## src/hdl/mean_squared_error_loss_macros.svh

```systemverilog
// Assertion macros shared by the mean squared error loss RTL.
`ifndef MEAN_SQUARED_ERROR_LOSS_MACROS_SVH
`define MEAN_SQUARED_ERROR_LOSS_MACROS_SVH

// Same-cycle implication, checked outside reset.
`define MSE_ASSERT_NOW(name, clk, rst, pre, post, msg) \
   name: assert property (@(posedge clk) disable iff (rst) (pre) |-> (post)) else $error(msg);

// Next-cycle implication, checked outside reset.
`define MSE_ASSERT_NEXT(name, clk, rst, pre, post, msg) \
   name: assert property (@(posedge clk) disable iff (rst) (pre) |=> (post)) else $error(msg);

`endif

```

## src/hdl/mse_pkg.sv

```systemverilog
// Shared types and constants for the mean squared error loss block.
package mse_pkg;

   localparam int SMP_W          = 16;  // Q4.12 sample
   localparam int DIFF_W         = SMP_W + 1;
   localparam int MAG_W          = SMP_W;  // |diff| never exceeds 65535
   localparam int SQ_W           = 2 * MAG_W;
   localparam int SUM_W          = 44;
   localparam int MEAN_W         = 32;
   localparam int MAX_ELEMENTS_DEF = 4096;

   localparam int QUEUE_DEPTH    = 4;
   localparam int QPTR_W         = $clog2(QUEUE_DEPTH);
   localparam int QCNT_W         = $clog2(QUEUE_DEPTH + 1);

   localparam logic [MEAN_W-1:0] MEAN_LIMIT = 32'hFFFE_0001;  // 65535^2

   typedef struct packed {
      logic [QCNT_W-1:0] fill;
      logic              empty;
   } q_status_type;

endpackage

```

## src/hdl/mse_front.sv

```systemverilog
// Front end: takes sample words, squares differences, accumulates per vector.
module mse_front
   import mse_pkg::*;
#(
   parameter int MAX_ELEMENTS = MAX_ELEMENTS_DEF,
   parameter int CNT_W        = $clog2(MAX_ELEMENTS + 1)
) (
   input  logic                     clock,
   input  logic                     reset,
   input  logic                     req_valid,
   output logic                     req_ready,
   input  logic signed [SMP_W-1:0]  req_pred_value,
   input  logic signed [SMP_W-1:0]  req_target_value,
   input  logic                     req_last_element,
   input  q_status_type             q_status,
   output logic                     q_push,
   output logic [SUM_W-1:0]         q_sum,
   output logic [CNT_W-1:0]         q_count,
   output logic                     q_ovf
);

   logic              v1_ff, v1_in, last1_ff, last1_in;
   logic [MAG_W-1:0]  mag1_ff, mag1_in;
   logic              v2_ff, v2_in, last2_ff, last2_in;
   logic [SQ_W-1:0]   sq2_ff, sq2_in;
   logic [SUM_W-1:0]  sum_ff, sum_in;
   logic [CNT_W-1:0]  cnt_ff, cnt_in;
   logic              ovf_ff, ovf_in;

   logic signed [DIFF_W-1:0] diff;
   logic [DIFF_W-1:0]        diff_abs;
   logic [QCNT_W:0]          committed;
   logic                     accept;
   logic [SUM_W:0]           sum_wide;
   logic [SUM_W-1:0]         sum_acc;
   logic [CNT_W-1:0]         cnt_acc;
   logic                     ovf_acc;
   logic                     full;

   // a last word in flight already owns a queue slot
   assign committed = {1'b0, q_status.fill}
                    + (QCNT_W+1)'(v1_ff & last1_ff)
                    + (QCNT_W+1)'(v2_ff & last2_ff);
   assign req_ready = committed < (QCNT_W+1)'(QUEUE_DEPTH);
   assign accept    = req_valid & req_ready;

   assign diff     = DIFF_W'(req_pred_value) - DIFF_W'(req_target_value);
   assign diff_abs = diff[DIFF_W-1] ? DIFF_W'(-diff) : DIFF_W'(diff);

   assign v1_in    = accept;
   assign last1_in = req_last_element;
   assign mag1_in  = diff_abs[MAG_W-1:0];

   assign v2_in    = v1_ff;
   assign last2_in = last1_ff;
   assign sq2_in   = mag1_ff * mag1_ff;

   // accumulate stage
   assign full     = cnt_ff == CNT_W'(MAX_ELEMENTS);
   assign sum_wide = {1'b0, sum_ff} + (SUM_W+1)'(sq2_ff);

   always_comb begin
      sum_acc = sum_ff;
      cnt_acc = cnt_ff;
      ovf_acc = ovf_ff;
      if (v2_ff) begin
         if (full) begin
            ovf_acc = 1'b1;
         end else begin
            sum_acc = sum_wide[SUM_W] ? {SUM_W{1'b1}} : sum_wide[SUM_W-1:0];
            cnt_acc = cnt_ff + CNT_W'(1);
         end
      end
   end

   assign q_push  = v2_ff & last2_ff;
   assign q_sum   = sum_acc;
   assign q_count = cnt_acc;
   assign q_ovf   = ovf_acc;

   assign sum_in = q_push ? '0 : sum_acc;
   assign cnt_in = q_push ? '0 : cnt_acc;
   assign ovf_in = q_push ? 1'b0 : ovf_acc;

   always_ff @(posedge clock) begin
      if (reset) begin
         v1_ff  <= 1'b0;
         v2_ff  <= 1'b0;
         sum_ff <= '0;
         cnt_ff <= '0;
         ovf_ff <= 1'b0;
      end else begin
         v1_ff  <= v1_in;
         v2_ff  <= v2_in;
         sum_ff <= sum_in;
         cnt_ff <= cnt_in;
         ovf_ff <= ovf_in;
      end
      last1_ff <= last1_in;
      mag1_ff  <= mag1_in;
      last2_ff <= last2_in;
      sq2_ff   <= sq2_in;
   end

endmodule

```

## src/hdl/mse_queue.sv

```systemverilog
// Short queue of finished vector totals between front and back.
module mse_queue
   import mse_pkg::*;
#(
   parameter int DATA_W = 8
) (
   input  logic              clock,
   input  logic              reset,
   input  logic              push,
   input  logic [DATA_W-1:0] push_data,
   input  logic              pop,
   output logic [DATA_W-1:0] pop_data,
   output q_status_type      status
);

   logic [DATA_W-1:0] slot_ff [QUEUE_DEPTH];
   logic [QPTR_W-1:0] wr_ff, wr_in, rd_ff, rd_in;
   logic [QCNT_W-1:0] fill_ff, fill_in;

   assign wr_in   = push ? wr_ff + QPTR_W'(1) : wr_ff;
   assign rd_in   = pop  ? rd_ff + QPTR_W'(1) : rd_ff;
   assign fill_in = fill_ff + QCNT_W'(push) - QCNT_W'(pop);

   assign pop_data     = slot_ff[rd_ff];
   assign status.fill  = fill_ff;
   assign status.empty = fill_ff == '0;

   always_ff @(posedge clock) begin
      if (reset) begin
         wr_ff   <= '0;
         rd_ff   <= '0;
         fill_ff <= '0;
      end else begin
         wr_ff   <= wr_in;
         rd_ff   <= rd_in;
         fill_ff <= fill_in;
      end
      if (push) begin
         slot_ff[wr_ff] <= push_data;
      end
   end

endmodule

```

## src/hdl/mse_back.sv

```systemverilog
// Back end: bit-serial division of the vector sum by its count.
module mse_back
   import mse_pkg::*;
#(
   parameter int CNT_W = $clog2(MAX_ELEMENTS_DEF + 1)
) (
   input  logic              clock,
   input  logic              reset,
   input  q_status_type      q_status,
   output logic              q_pop,
   input  logic [SUM_W-1:0]  q_sum,
   input  logic [CNT_W-1:0]  q_count,
   input  logic              q_ovf,
   output logic              rsp_valid,
   input  logic              rsp_ready,
   output logic [MEAN_W-1:0] rsp_mean_loss,
   output logic              rsp_element_overflow
);

   localparam int STEP_W = $clog2(SUM_W);

   typedef enum logic [1:0] {
      ST_IDLE,
      ST_RUN,
      ST_DONE
   } state_type;

   state_type         state_ff;
   logic [SUM_W-1:0]  quo_ff;
   logic [CNT_W-1:0]  rem_ff, div_ff;
   logic [STEP_W-1:0] step_ff;
   logic              ovf_ff, zero_ff;
   logic              rsp_valid_ff;
   logic [MEAN_W-1:0] rsp_mean_ff;
   logic              rsp_ovf_ff;

   logic [CNT_W:0]    trial;
   logic              take;
   logic [CNT_W:0]    trial_sub;
   logic [CNT_W-1:0]  rem_in;
   logic [SUM_W-1:0]  quo_in;
   logic              out_free;
   logic              load_rsp;
   logic [MEAN_W-1:0] mean_sat;

   assign q_pop = (state_ff == ST_IDLE) & ~q_status.empty;

   // one restoring step per cycle
   assign trial     = {rem_ff, quo_ff[SUM_W-1]};
   assign take      = trial >= {1'b0, div_ff};
   assign trial_sub = trial - {1'b0, div_ff};
   assign rem_in    = take ? trial_sub[CNT_W-1:0] : trial[CNT_W-1:0];
   assign quo_in    = {quo_ff[SUM_W-2:0], take};

   assign out_free  = ~rsp_valid_ff | rsp_ready;
   assign load_rsp  = (state_ff == ST_DONE) & out_free;

   always_comb begin
      if (zero_ff) begin
         mean_sat = '0;
      end else if (|quo_ff[SUM_W-1:MEAN_W]) begin
         mean_sat = {MEAN_W{1'b1}};
      end else begin
         mean_sat = quo_ff[MEAN_W-1:0];
      end
   end

   always_ff @(posedge clock) begin
      if (reset) begin
         state_ff     <= ST_IDLE;
         rsp_valid_ff <= 1'b0;
      end else begin
         if (load_rsp) begin
            rsp_valid_ff <= 1'b1;
         end else if (rsp_valid_ff && rsp_ready) begin
            rsp_valid_ff <= 1'b0;
         end
         case (state_ff)
            ST_IDLE: begin
               if (q_pop) begin
                  quo_ff   <= q_sum;
                  div_ff   <= q_count;
                  rem_ff   <= '0;
                  step_ff  <= '0;
                  ovf_ff   <= q_ovf;
                  zero_ff  <= q_count == '0;
                  state_ff <= ST_RUN;
               end
            end
            ST_RUN: begin
               quo_ff  <= quo_in;
               rem_ff  <= rem_in;
               step_ff <= step_ff + STEP_W'(1);
               if (step_ff == STEP_W'(SUM_W - 1)) begin
                  state_ff <= ST_DONE;
               end
            end
            ST_DONE: begin
               if (load_rsp) begin
                  rsp_mean_ff  <= mean_sat;
                  rsp_ovf_ff   <= ovf_ff;
                  state_ff     <= ST_IDLE;
               end
            end
            default: begin
               state_ff <= ST_IDLE;
            end
         endcase
      end
   end

   assign rsp_valid            = rsp_valid_ff;
   assign rsp_mean_loss        = rsp_mean_ff;
   assign rsp_element_overflow = rsp_ovf_ff;

endmodule

```

## src/hdl/mean_squared_error_loss.sv

```systemverilog
// Throughput: one sample word per cycle while req_ready is high. The bit-serial
//   divider works on one vector total at a time, one quotient bit per cycle over
//   44 bits.
// A four-entry queue holds vector totals, so new vectors stream while one divides;
//   input stalls once four totals are queued or in flight. Reset (synchronous,
//   active high) clears sum, count, flag, queue and divider.
`include "mean_squared_error_loss_macros.svh"

module mean_squared_error_loss
   import mse_pkg::*;
#(
   parameter int MAX_ELEMENTS = MAX_ELEMENTS_DEF
) (
   input  logic                    clock,
   input  logic                    reset,
   input  logic                    req_valid,
   output logic                    req_ready,
   input  logic signed [SMP_W-1:0] req_pred_value,
   input  logic signed [SMP_W-1:0] req_target_value,
   input  logic                    req_last_element,
   output logic                    rsp_valid,
   input  logic                    rsp_ready,
   output logic [MEAN_W-1:0]       rsp_mean_loss,
   output logic                    rsp_element_overflow
);

   // count must reach MAX_ELEMENTS itself
   localparam int CNT_W  = $clog2(MAX_ELEMENTS + 1);
   localparam int ENT_W  = SUM_W + CNT_W + 1;

   q_status_type     q_status;
   logic             q_push, q_pop;
   logic [SUM_W-1:0] f_sum, b_sum;
   logic [CNT_W-1:0] f_count, b_count;
   logic             f_ovf, b_ovf;

   // front: subtract, square, accumulate; pushes one total per vector
   mse_front #(
      .MAX_ELEMENTS (MAX_ELEMENTS),
      .CNT_W        (CNT_W)
   ) u_front (
      .clock            (clock),
      .reset            (reset),
      .req_valid        (req_valid),
      .req_ready        (req_ready),
      .req_pred_value   (req_pred_value),
      .req_target_value (req_target_value),
      .req_last_element (req_last_element),
      .q_status         (q_status),
      .q_push           (q_push),
      .q_sum            (f_sum),
      .q_count          (f_count),
      .q_ovf            (f_ovf)
   );

   // totals waiting for the divider
   mse_queue #(
      .DATA_W (ENT_W)
   ) u_queue (
      .clock     (clock),
      .reset     (reset),
      .push      (q_push),
      .push_data ({f_sum, f_count, f_ovf}),
      .pop       (q_pop),
      .pop_data  ({b_sum, b_count, b_ovf}),
      .status    (q_status)
   );

   // back: sum / count, registered result word
   mse_back #(
      .CNT_W (CNT_W)
   ) u_back (
      .clock                (clock),
      .reset                (reset),
      .q_status             (q_status),
      .q_pop                (q_pop),
      .q_sum                (b_sum),
      .q_count              (b_count),
      .q_ovf                (b_ovf),
      .rsp_valid            (rsp_valid),
      .rsp_ready            (rsp_ready),
      .rsp_mean_loss        (rsp_mean_loss),
      .rsp_element_overflow (rsp_element_overflow)
   );

   `MSE_ASSERT_NOW(a_fill_bound, clock, reset, 1'b1,
      q_status.fill <= QCNT_W'(QUEUE_DEPTH), "queue fill beyond depth")
   `MSE_ASSERT_NOW(a_push_room, clock, reset, q_push && !q_pop,
      q_status.fill < QCNT_W'(QUEUE_DEPTH), "push into full queue")
   `MSE_ASSERT_NOW(a_pop_data, clock, reset, q_pop, !q_status.empty, "pop from empty queue")
   `MSE_ASSERT_NOW(a_mean_limit, clock, reset, rsp_valid,
      rsp_mean_loss <= MEAN_LIMIT, "mean above largest square")
   `MSE_ASSERT_NEXT(a_fill_step, clock, reset, q_push && !q_pop,
      q_status.fill == $past(q_status.fill) + QCNT_W'(1), "queue fill did not advance")

endmodule

```

## config.mk

```make
export PLATFORM = sky130hd
export DESIGN_NAME = mean_squared_error_loss
export DESIGN_NICKNAME = d
export VERILOG_FILES = /design/src/hdl/mse_pkg.sv /design/src/hdl/mse_front.sv /design/src/hdl/mse_queue.sv /design/src/hdl/mse_back.sv /design/src/hdl/mean_squared_error_loss.sv
export VERILOG_INCLUDE_DIRS = /design/src /design/src/hdl
export SDC_FILE = /design/constraint.sdc
export NUM_CORES = 1
export LEC_CHECK = 0
export BUFFER_PORTS_ARGS = -buffer_cell sky130_fd_sc_hd__buf_2
export CORE_UTILIZATION = 64
export CTS_CLUSTER_SIZE = 16
export DETAILED_ROUTE_END_ITERATION = 10
export GPL_ROUTABILITY_DRIVEN = 1
export PLACE_DENSITY = 0.89
export SLEW_MARGIN = 20
export SYNTH_ARGS = -nofsm -noshare
export SYNTH_HDL_FRONTEND = slang
export SYNTH_SLANG_ARGS = --single-unit
```

## constraint.sdc

```tcl
create_clock -name clock -period 8.19 [get_ports clock]
set_clock_uncertainty 0.05 [all_clocks]
set_input_delay 0.819 -clock clock [delete_from_list [all_inputs] [get_ports clock]]
set_output_delay 0.819 -clock clock [all_outputs]
set_load 0.005 [all_outputs]
```

## Word-level counts from Yosys, hierarchy flattened

Memories as Yosys holds them, arrays and structs flattened. A register that Yosys moved wholly into a read port is not among the register bits.
Index checks and enable logic that the tools add are counted.

| word-level totals | value |
|---|---|
| register bits after elaboration | 231 |
| bits in writable memories | 232 |
| input bits | 37 |
| word-level logic and storage cells | 93 |
| memories | 1 |

Memories:

| memory | words | width | read ports | clocked after Yosys merged registers in | write ports | RTL line | text |
|---|---|---|---|---|---|---|---|
| u_queue.slot_ff | 4 | 58 | 1 | 1 | 1 | mse_queue.sv:16 | `logic [DATA_W-1:0] slot_ff [QUEUE_DEPTH];` |

| cells by class | value |
|---|---|
| add/sub/neg operators | 12 |
| multipliers | 1 |
| $lt $le $gt $ge | 2 |
| eq/ne operators | 7 |
| multiplexer cells | 26 |
| bitwise gates (word level) | 10 |
| reductions and logical operators | 12 |

Operators with widths:

| operator | count |
|---|---|
| 44-bit two-way mux | 4 |
| 44-bit case mux with 2 select lines | 1 |
| 13-bit two-way mux | 4 |
| 44-bit by 32-bit adder with 45-bit output | 1 |
| 16-bit by 16-bit multiplier with 32-bit output | 1 |
| 32-bit two-way mux | 1 |
| 13-bit case mux with 2 select lines | 1 |
| 16-bit by 16-bit subtractor with 17-bit output | 1 |
| 16-bit two-way mux | 1 |
| 16-bit negator | 1 |
| 14-bit by 13-bit greater-or-equal comparator with 1-bit output | 1 |
| 13-bit by 1-bit adder with 13-bit output (second input constant) | 1 |
| 13-bit equality test (second input constant) | 1 |
| 13-bit zero test | 1 |
| 13-bit subtractor | 1 |
| 6-bit case mux with 2 select lines | 1 |
| 3-bit AND reduction | 4 |
| 12-bit OR reduction | 1 |
| 2-bit two-way mux | 5 |
| 6-bit by 1-bit adder with 6-bit output (second input constant) | 1 |
| 1-bit bitwise AND | 6 |
| 6-bit equality test (second input constant) | 1 |
| 1-bit two-way mux | 6 |
| 6-bit two-way mux | 1 |
| other kinds (18) | 23 |

## Depth between registers and ports, before layout

Gate-level depths: netlist (run 1).

| depth | value |
|---|---|
| depth after elaboration | 5 |
| gate-level depth with buffers | 24 |

## Cells and area by module

From an unflattened synthesis (run 1), not the netlist that was laid out.

| unflattened totals | value |
|---|---|
| cell total of the unflattened synthesis | 2439 |
| area, all modules | 27928.0 um^2 |

By module, submodules not included:

| module | instances | cells each | area each (um^2) | seq. area each (um^2) |
|---|---|---|---|---|
| mse_front | 1 | 1586 | 13716.9 | 2182.1 |
| mse_queue | 1 | 344 | 8826.0 | 7146.9 |
| mse_back | 1 | 509 | 5385.2 | 3393.3 |

## Least setup slack after synthesis (run 1)

OpenSTA, ideal clock, no wires.

| timing path | value |
|---|---|
| path type | reg-to-reg |
| from | register u_front.mag1_ff[4] |
| to | register u_front.sq2_ff[29] |
| setup time | 122 ps |
| arrival | 6310 ps |
| data required time | 8018 ps |
| setup slack | 1707 ps |
| cell stages (with the launch flop) | 22 |
| path buffers | 2 |
| clock period less this slack | 6483 ps |
| cell sequence | dfxtp_1 clkbuf_1 clkbuf_1 nand2_1 fa_1 fa_1 inv_1 fa_1 fa_1 fa_1 inv_1 fa_1 inv_1 ha_1 or3_1 o21ai_0 o32ai_1 o311ai_0 a21oi_1 a2111oi_0 o31a_1 nor2_1 |

| on the way | value |
|---|---|
| longest elaborated chain between the ends | 1 |

RTL lines:

| element | RTL line | text |
|---|---|---|
| from (decl) | mse_front.sv:23 | `logic [MAG_W-1:0] mag1_ff, mag1_in;` |
| from (signal assigned) | mse_front.sv:100 | `mag1_ff <= mag1_in;` |
| 16-bit by 16-bit multiplier with 32-bit output | mse_front.sv:56 | `assign sq2_in = mag1_ff * mag1_ff;` |
| via u_front.sq2_in[29] | mse_front.sv:25 | `logic [SQ_W-1:0] sq2_ff, sq2_in;` |
| to (signal assigned) | mse_front.sv:102 | `sq2_ff <= sq2_in;` |
| to (decl) | mse_front.sv:25 |  |

The timed path passes the listed nets, and every way through them passes these cells.
A chain may end at the register's enable or synchronous reset.

## Worst setup path after layout (run 1)

| timing path | value |
|---|---|
| from | register u_front.mag1_ff[9] |
| to | register u_front.sq2_ff[29] |

The elaborated chain is that of the path after synthesis.

==> impl_results.md, run 1 <==
- R2r setup slk: 1.16 ns
- Worst Tran Pin Value: 1.12 ns
- Final Hold Viols: 0
- Slew Limit Headroom: 0.254
- Post-synthesis sequential area ratio: 0.452
- Share of layout cells above drive strength 1: 0.114
- Fmax: 0.142 GHz
- Setup TNS: 0 ns
- Clock latency at the later pin of the worst-skew pair: 0.60 ns
- Post-synthesis cell count: 2,462
- Number of remaining DRC errors: 0
- Synthesized cell area: 0.0281 mm^2
- Detailed Route WL: 60,300 um
- Unique masters post-synth: 82
- Hold Path Stages: 1
- Resized cells post-CTS: 0
- PortBufs: 71
- Die H: 212 um
- First-pass GRT wire length: 98,500 um
- Syn Area/Cell: 11.4 um^2
- #FFs+latches synth: 464
- Initial DRT Pass Iterations: 5
- Starting DRT DRC Count: 1,755
- Initial antenna violation count: 0
- DP HPWL: 41,600 um
- GRT Residual Overflow: 0
- Total track usage: 0.280
- RSZ-0062 raised after global routing: no
- Setup violators final: 0
- Async set-reset flop share out of synthesis: 0
- # nets final: 2,885
- Worst Setup End Kind: flip-flop
- Site Rows: 76
- Die Wd: 212 um
- FF-to-FF Start: u_front.mag1_ff[9]
- Core area: 0.0432 mm^2
- Antenna cells: 0
- CTS tree: built
- Post-synth EDFFs: 343
- Final Critical Period: 7.03 ns
- WP data required: 8.61 ns
- Final ANT Viol Nets: 0
- WL/cell: 19.3 um
- Worst Hold Path EP: u_front.last1_ff
- Root Driver: clkbuf_16
- Synth-to-Final Area Change: 8.88%
- Worst Reg-to-Reg Cells: 22
- Prevailing post-synth register cell: edfxtp_1
- Post-CTS Setup Bufs: 0
- Largest net degree at the start of global routing: 64
- CTS Buf Count: 45
- Kind of critical path: reg2reg
- H-tree levels: 2
- Status: finished clean
- Period utilisation layout: 0.858
- IO Pins: 72
- Max-cap violations: 0
- Critical hold path startpoint: req_last_element
- R2R Path End: u_front.sq2_ff[29]
- Post-cts hold buffer count: 0
- Setup crit start kind: flip-flop
- Worst min-delay path category: in2reg
- Clk pin slew, worst setup/hold paths: 0.06 ns
- Final RePlAce weighted congestion: 0.891
- Vias/cell: 6.03
- Vias: 18,900
- Max Slew Vio Count: 0
- YS warnings: 0
- Critical path peak fanout: 17
- Synth Net Count: 2,840
- Clk sinks: 464
- Vias in the first global route: 19,300
- Initial core utilization: 0.652
- WP data arrival: 7.44 ns
- Clk buf depth: 3
- Die area: 0.0448 mm^2
[area by class of cell]
type,count,area [um^2]
Clock buffer,65,1330
Clock inverter,19,293
Tap cell,585,732
Sequential cell,464,12700
Inverter,316,1190
Multi-Input combinational cell,1592,13900
Fill cell,2852,12500
Timing Repair Buffer,88,483
[cells in the mapped netlist, drive strengths merged (5+ instances only)]
master	n	share of area
a21o	46	0.012
o22ai	5	0.0011
xnor2	70	0.022
mux4	58	0.046
or3	13	0.0029
a21oi	91	0.016
nand4	9	0.0020
clkbuf	70	0.0094
nor4b	5	0.0016
nor4	11	0.0024
o21a	9	0.0024
a211oi	27	0.0083
o211ai	7	0.0019
o311ai	5	0.0016
nand3	41	0.0073
a41oi	5	0.0016
ha	174	0.077
dfxtp	121	0.086
o21ai	43	0.0078
and2	74	0.016
nand2b	11	0.0024
o221a	16	0.0064
inv	316	0.042
and3	27	0.0060
xor2	40	0.012
o2111ai	5	0.0016
buf	20	0.0040
nand2	255	0.034
nor2	173	0.023
fa	167	0.12
mux2	5	0.0020
edfxtp	343	0.37
o22a	16	0.0050
nor2b	19	0.0042
o31ai	9	0.0024
and4	7	0.0022
or2	13	0.0030
a2111oi	5	0.0022
o21bai	12	0.0032
a21boi	7	0.0019
nor3	40	0.0073
mux2i	10	0.0036
a31oi	17	0.0042
[per-layer routing]
| metal | global-route usage | routed length [um] | vias up |
|---|---|---|---|
| li1 | - | - | 8665 |
| met1 | 0.359 | 24200 | 9224 |
| met2 | 0.494 | 30500 | 840 |
| met3 | 0.0378 | 3850 | 151 |
| met4 | 0.0902 | 1790 | 0 |
| met5 | 0 | 0 | - |
[registers in the layout, summed over array words and instances (netlist names), 2 cells and up, named ones only]
signal,cells
u_front.mag1_ff,16
u_queue.fill_ff,3
u_back.rsp_mean_loss,32
u_front.sum_ff,44
u_back.state_ff,2
u_back.div_ff,13
u_queue.slot_ff,232
u_back.step_ff,6
u_queue.rd_ff,2
u_back.quo_ff,44
u_front.sq2_ff,31
u_front.cnt_ff,13
u_back.rem_ff,13
u_queue.wr_ff,2
[worst max-delay path, stage by stage (launching register included)]
cell,delay (ns)
dfxtp_1,0.71
and2_1,0.26
inv_1,0.07
fa_1,0.52
inv_1,0.06
fa_1,0.49
inv_1,0.05
fa_1,0.47
inv_1,0.05
fa_1,0.51
fa_1,0.54
inv_1,0.05
fa_1,0.54
inv_1,0.04
ha_1,0.35
and4_1,0.28
nand2_1,0.07
nor4b_1,0.65
o311ai_0,0.25
a21oi_1,0.34
a2111oi_0,0.21
nor4_1,0.29
nor2_1,0.08
[cell families (layout without fill, tap and decap cells)]
kind of cell | after synthesis | after routing | share of synthesized area
multiplexers | 73 | 73 | 0.0520
AND/OR/NAND/NOR | 711 | 711 | 0.119
flip-flops | 464 | 464 | 0.452
XOR/XNOR | 110 | 110 | 0.0342
buffers and inverters | 406 | 488 | 0.0555
adder cells (fa/ha/maj) | 341 | 341 | 0.196
AO/OA/AOI/OAI | 357 | 357 | 0.0908
[cells in the final DEF (no fill, tap or decap), drive strengths merged, types with 58 or more instances in the layout]
cell and instances:
a21oi 91, and2 74, buf 87, clkbuf 66, dfxtp 121, edfxtp 343
fa 167, ha 174, inv 321, mux4 58, nand2 255, nor2 173
xnor2 70
[worst max path at each step]
stage                  startpoint            endpoint  slack [ns]  cells after the start
2_1_floorplan  u_front.mag1_ff[4]  u_front.sq2_ff[29]        1.71                     21
3_3_place_gp   u_front.mag1_ff[5]  u_front.sq2_ff[29]        1.40                     22
3_5_place_dp   u_front.mag1_ff[5]  u_front.sq2_ff[29]        1.22                     22
4_1_cts        u_front.mag1_ff[5]  u_front.sq2_ff[29]        1.21                     22
5_1_grt        u_front.mag1_ff[9]  u_front.sq2_ff[29]        0.72                     22
6_report       u_front.mag1_ff[9]  u_front.sq2_ff[29]        1.16                     22
[stage by stage]
| stage | cells | cell area [um^2] | setup WS [ns] | hold slack [ns] | util |
|---|---|---|---|---|---|
| final | 3129 | 30600 | 1.16 | 0.282 | 0.710 |
| after global routing | 3129 | 30600 | 0.716 | 0.268 | 0.710 |
| after CTS | 3128 | 30600 | 1.21 | 0.260 | 0.709 |
| after detailed placement | 3044 | 29000 | 1.22 | 0.308 | 0.672 |
| after global placement | 3044 | 29000 | 1.40 | 0.289 | 0.672 |
| after floorplan | 2462 | 28100 | 1.71 | 0.273 | - |
Power of run 1 is left out: the tool's default activity adds up to more than one toggle a clock period on the data nets, which glitch-free logic cannot reach.
==> inputs of run 2 (changes only) <==
- CORE_ASPECT_RATIO: unset -> 1.75
==> run 2 against run 1 <==
Die area hardly changed; final cell count down 0.86%; first-iteration DRC count is 14% lower; critical path type unchanged; critical endpoint unchanged; largest cell class unchanged; highest routed layer unchanged.
==> impl_results.md, run 2 (same netlist as run 1, synthesis figures left out) <==
- Status: finished clean
- Die area: 0.0448 mm^2
- Period utilisation layout: 0.900
- Slowest CP cell: dfxtp_1
- Vias: 19,000
- Post-cts hold buffer count: 0
- Max-cap violations: 0
- Die Wd: 160 um
- Number of remaining DRC errors: 0
- Site Rows: 101
- Most frequent cells in the layout: 343 x edfxtp_1, 316 x inv_1, 254 x nand2_1
- Resized cells post-CTS: 0
- Initial antenna violation count: 0
- Final ANT Viol Nets: 0
- CTS tree: built
- Fmax: 0.136 GHz
- Clk pin slew, worst setup/hold paths: 0.07 ns
- Worst Tran Pin Value: 1.20 ns
- Critical path peak fanout: 18
- Max Slew Vio Count: 0
- Die H: 279 um
- GRT Residual Overflow: 0
- H-tree levels: 2
- Final RePlAce weighted congestion: 0.909
- Worst Setup End Kind: flip-flop
- First-pass GRT wire length: 102,000 um
- Regs by FF count: u_queue.slot_ff: 232 flops, u_back.quo_ff: 44 flops, u_front.sum_ff: 44 flops
- Cell family with most CP delay: adder cells
- Buf+Inv Stages, Crit Path: 3
- Core area: 0.0433 mm^2
- Max FFs per register: 232
- Vias/cell: 6.13
- Root Driver: clkbuf_16
- # nets final: 2,883
- WP data arrival: 7.75 ns
- Setup violators final: 0
- RSZ-0062 raised after global routing: no
- Share of layout cells above drive strength 1: 0.109
- Filler cells: 2,868
- Crit path cell chain: nand2_1 > fa_1 > fa_1 > inv_1 > fa_1 > fa_1 > fa_1 > inv_1 > fa_1 > inv_1 > ha_1 > or3_1 > o21ai_0 > o32ai_1 > o311ai_0 > a21oi_1 > a2111oi_0 > o31a_1 > nor2_1
- Max incr delay on CP: 0.79 ns
- WL/cell: 20.4 um
- Setup crit start kind: flip-flop
- Vias in the first global route: 20,300
- Biggest register: u_queue.slot_ff
- Worst min-delay path category: in2reg
- Kind of critical path: reg2reg
- Clk sinks: 464
- DP HPWL: 44,400 um
- Antenna cells: 0
- PortBufs: 71
- Detailed Route WL: 63,400 um
- Commonest non-fill, non-tap cell in the layout: edfxtp_1
- Cell mode on critical path: fa_1
- Starting DRT DRC Count: 1,503
- Final Hold Viols: 0
- WP data required: 8.57 ns
- Clk buf depth: 3
- Slew Limit Headroom: 0.182
- IO Pins: 72
- Total track usage: 0.291
- Post-CTS Setup Bufs: 0
- Final Critical Period: 7.37 ns
- Initial core utilization: 0.649
- CTS Buf Count: 41
- Initial DRT Pass Iterations: 7
- Largest net degree at the start of global routing: 64
- Synth-to-Final Area Change: 7.97%
- Clock latency at the later pin of the worst-skew pair: 0.56 ns
- Setup TNS: 0 ns
## run 2: final timing paths
check                                        start            endpoint  slack, ns  depth (start not counted)
worst max-delay path            u_front.mag1_ff[4]  u_front.sq2_ff[29]       0.82                         19
worst min-delay path              req_last_element    u_front.last1_ff       0.31                          1
worst max register to register  u_front.mag1_ff[4]  u_front.sq2_ff[29]       0.82                         19
worst min register to register    u_front.last1_ff    u_front.last2_ff       0.32                          0
## run 2: cell type report
| class | count | area, um^2 | area share |
|---|---|---|---|
| multi-input combinational | 1592 | 13900 | 0.457 |
| sequential | 464 | 12700 | 0.419 |
| inverter | 316 | 1190 | 0.0390 |
| clock buffer | 57 | 1140 | 0.0374 |
| tap | 566 | 708 | 0.0233 |
| timing repair buffer | 90 | 523 | 0.0172 |
| clock inverter | 17 | 199 | 0.00655 |
## run 2: through the flow
| step | util | cells | area, um^2 | hold slack [ns] | setup WS (ns) |
|---|---|---|---|---|---|
| 6_report | 0.701 | 3102 | 30400 | 0.311 | 0.819 |
| 5_1_grt | 0.701 | 3102 | 30400 | 0.306 | 0.326 |
| 4_1_cts | 0.700 | 3100 | 30300 | 0.296 | 0.936 |
| 3_5_place_dp | 0.669 | 3026 | 29000 | 0.307 | 0.952 |
| 3_3_place_gp | 0.669 | 3025 | 29000 | 0.306 | 1.20 |
| 2_1_floorplan | - | 2462 | 28100 | 0.273 | 1.71 |
## run 2: per-layer routing
layer	global-route usage	wire [um]
met1	0.299	21800
met2	0.569	35300
met3	0.0258	2750
met4	0.161	3570
met5	0	0
Power of run 2 is left out for the same reason.
==> inputs of run 3 (changes only) <==
- CORE_UTILIZATION: 64 -> 58
- PLACE_DENSITY: 0.89 -> 0.86
- clock period: 8.19 -> 5.99 ns (I/O delays scaled with it)
==> run 3 against run 2 <==
Routed wire length down 2.9%; global-route usage down 3.8 points; sequential share of layout area down 1.3 points; via count up 0.57%; first-iteration DRC count down 17%; cell area up 3.5%; highest routed layer unchanged; count of clock-buffer cells in the layout down 2; flip-flop and latch count unchanged; hold slack worse by 0.21 ns.
==> impl_results.md, run 3 (same netlist as run 1, synthesis figures left out) <==
- CTS tree: built
- Antenna cells: 0
- Largest net degree at the start of global routing: 64
- Core area: 0.0479 mm^2
- Slowest CP cell: fa_1
- RSZ-0062 raised after global routing: yes
- Initial core utilization: 0.588
- Die area: 0.0494 mm^2
- Final ANT Viol Nets: 0
- Max Slew Vio Count: 0
- Site Rows: 106
- Kind of critical path: reg2reg
- Critical path peak fanout: 8
- Die H: 293 um
- Status: finished clean
- Number of remaining DRC errors: 0
- Vias in the first global route: 20,400
- Final RePlAce weighted congestion: 0.910
- Setup crit start kind: flip-flop
- H-tree levels: 2
- Worst min-delay path category: in2reg
- Initial DRT Pass Iterations: 7
- Worst Tran Pin Value: 1.22 ns
- Root Driver: clkbuf_16
- Period utilisation layout: 0.989
- WP data required: 6.37 ns
- Share of layout cells above drive strength 1: 0.163
- Filler cells: 3,267
- Final Hold Viols: 0
- FF-to-FF Start: u_front.mag1_ff[7]
- Slew Limit Headroom: 0.179
- CP Capture Point: u_front.sq2_ff[29]
- Initial antenna violation count: 0
- R2r setup slk: 0.07 ns
- Final Critical Period: 5.92 ns
- Hold WS: 0.104 ns
- Cell area after placement: 0.0296 mm^2
- PortBufs: 71
- Setup violators final: 0
- FF/Latch Area: 0.0128 mm^2
- R2R Path End: u_front.sq2_ff[29]
- Worst Setup End Kind: flip-flop
- Final Core Density: 0.656
- Fmax: 0.169 GHz
- Post-route cell area: 0.0314 mm^2
- Max-cap violations: 0
- Starting DRT DRC Count: 1,248
- Clk pin slew, worst setup/hold paths: 0.07 ns
- Most frequent cells in the layout: 343 x edfxtp_1, 308 x inv_1, 242 x nand2_1
- Clk buf depth: 3
- Regs by FF count: u_queue.slot_ff: 232 flops, u_back.quo_ff: 44 flops, u_front.sum_ff: 44 flops
- Multi-input logic area: 0.0142 mm^2
- GRT Residual Overflow: 0
- Vias: 19,100
- Cell mode on critical path: fa_1
- Commonest non-fill, non-tap cell in the layout: edfxtp_1
- Crit. Startpoint: u_front.mag1_ff[7]
- WP data arrival: 6.30 ns
- Detailed Route WL: 61,600 um
- IO Pins: 72
- Crit path cell chain: buf_4 > nand2_1 > fa_2 > fa_1 > inv_1 > fa_1 > fa_1 > fa_1 > inv_1 > fa_1 > inv_1 > ha_1 > or3_4 > o311ai_4 > a21oi_2 > buf_6 > a2111oi_4 > o31a_1 > nor2_1
- Synth-to-Final Area Change: 11.7%
- Total track usage: 0.253
- # nets final: 2,961
- Max FFs per register: 232
- Worst Reg-to-Reg Cells: 19
- Max incr delay on CP: 0.55 ns
- Clock latency at the later pin of the worst-skew pair: 0.55 ns
- Die Wd: 168 um
- DP HPWL: 44,100 um
- Clk sinks: 464
- First-pass GRT wire length: 98,900 um
- CTS Buf Count: 41
- Biggest register: u_queue.slot_ff
- WL/cell: 18.9 um
- Vias/cell: 5.86
[run 3: cell count changes in the layout (fill, tap and decap cells not counted), moves of 8 or more]
cell / before / now
buf_4: 16 / 81
dfxtp_1: 119 / 105
buf_6: 0 / 13
nand2_1: 254 / 242
nand2_2: 1 / 11
dfxtp_4: 2 / 11
ha_1: 174 / 165
ha_4: 0 / 8
inv_1: 316 / 308
inv_2: 0 / 8
[run 3: cell type report]
type	count	share of cell area
Clock buffer	55	0.0346
Inverter	316	0.0377
Multi-Input combinational cell	1592	0.452
Tap cell	648	0.0258
Sequential cell	464	0.406
Timing Repair Buffer	168	0.0365
Clock inverter	20	0.00725
[run 3: critical path: cells and delay by family (launching register included)]
kind	cells	cell delay, ns
AO/OA/AOI/OAI	4	0.93
adder cells (fa/ha/maj)	7	3.34
buffers and inverters	5	0.51
flip-flops	1	0.36
AND/OR/NAND/NOR	3	0.59
[run 3: worst min-delay path by stage]
stage / cells after the start / slack (ns) / end / start
floorplan: 0 / 0.27 / u_front.last2_ff / u_front.last1_ff
global placement: 0 / 0.32 / u_front.last2_ff / u_front.last1_ff
detailed placement: 0 / 0.31 / u_front.last2_ff / u_front.last1_ff
CTS: 1 / 0.1 / u_front.last1_ff / req_last_element
global route: 1 / 0.10 / u_front.last1_ff / req_last_element
finish: 1 / 0.10 / u_front.last1_ff / req_last_element
[run 3: through the flow]
stage          setup TNS (ns)  setup WS [ns]  cells
2_1_floorplan               0         0.0119   2462
3_3_place_gp          -0.0859        -0.0741   3176
3_5_place_dp           -0.454         -0.166   3176
4_1_cts                     0       0.000740   3254
5_1_grt                -0.366         -0.126   3263
6_report                    0         0.0660   3263
[run 3: layer usage]
layer  global-route usage  routed length [um]  up-vias
li1                     -                   -     8791
met1                0.249               21200     9441
met2                0.507               34700      672
met3               0.0252                2430      228
met4                0.139                3300        0
met5                    0                   0        -
[run 3: timing repair]
action / CTS / global route
endpoints found under the hold margin: 0 / 0
setup buffers: 4 / 7
gates resized for setup: 46 / 57
pin swaps: 28 / 48
setup endpoints to repair: 9 / 12
hold buffers: 0 / 0
Power of run 3 is left out for the same reason.
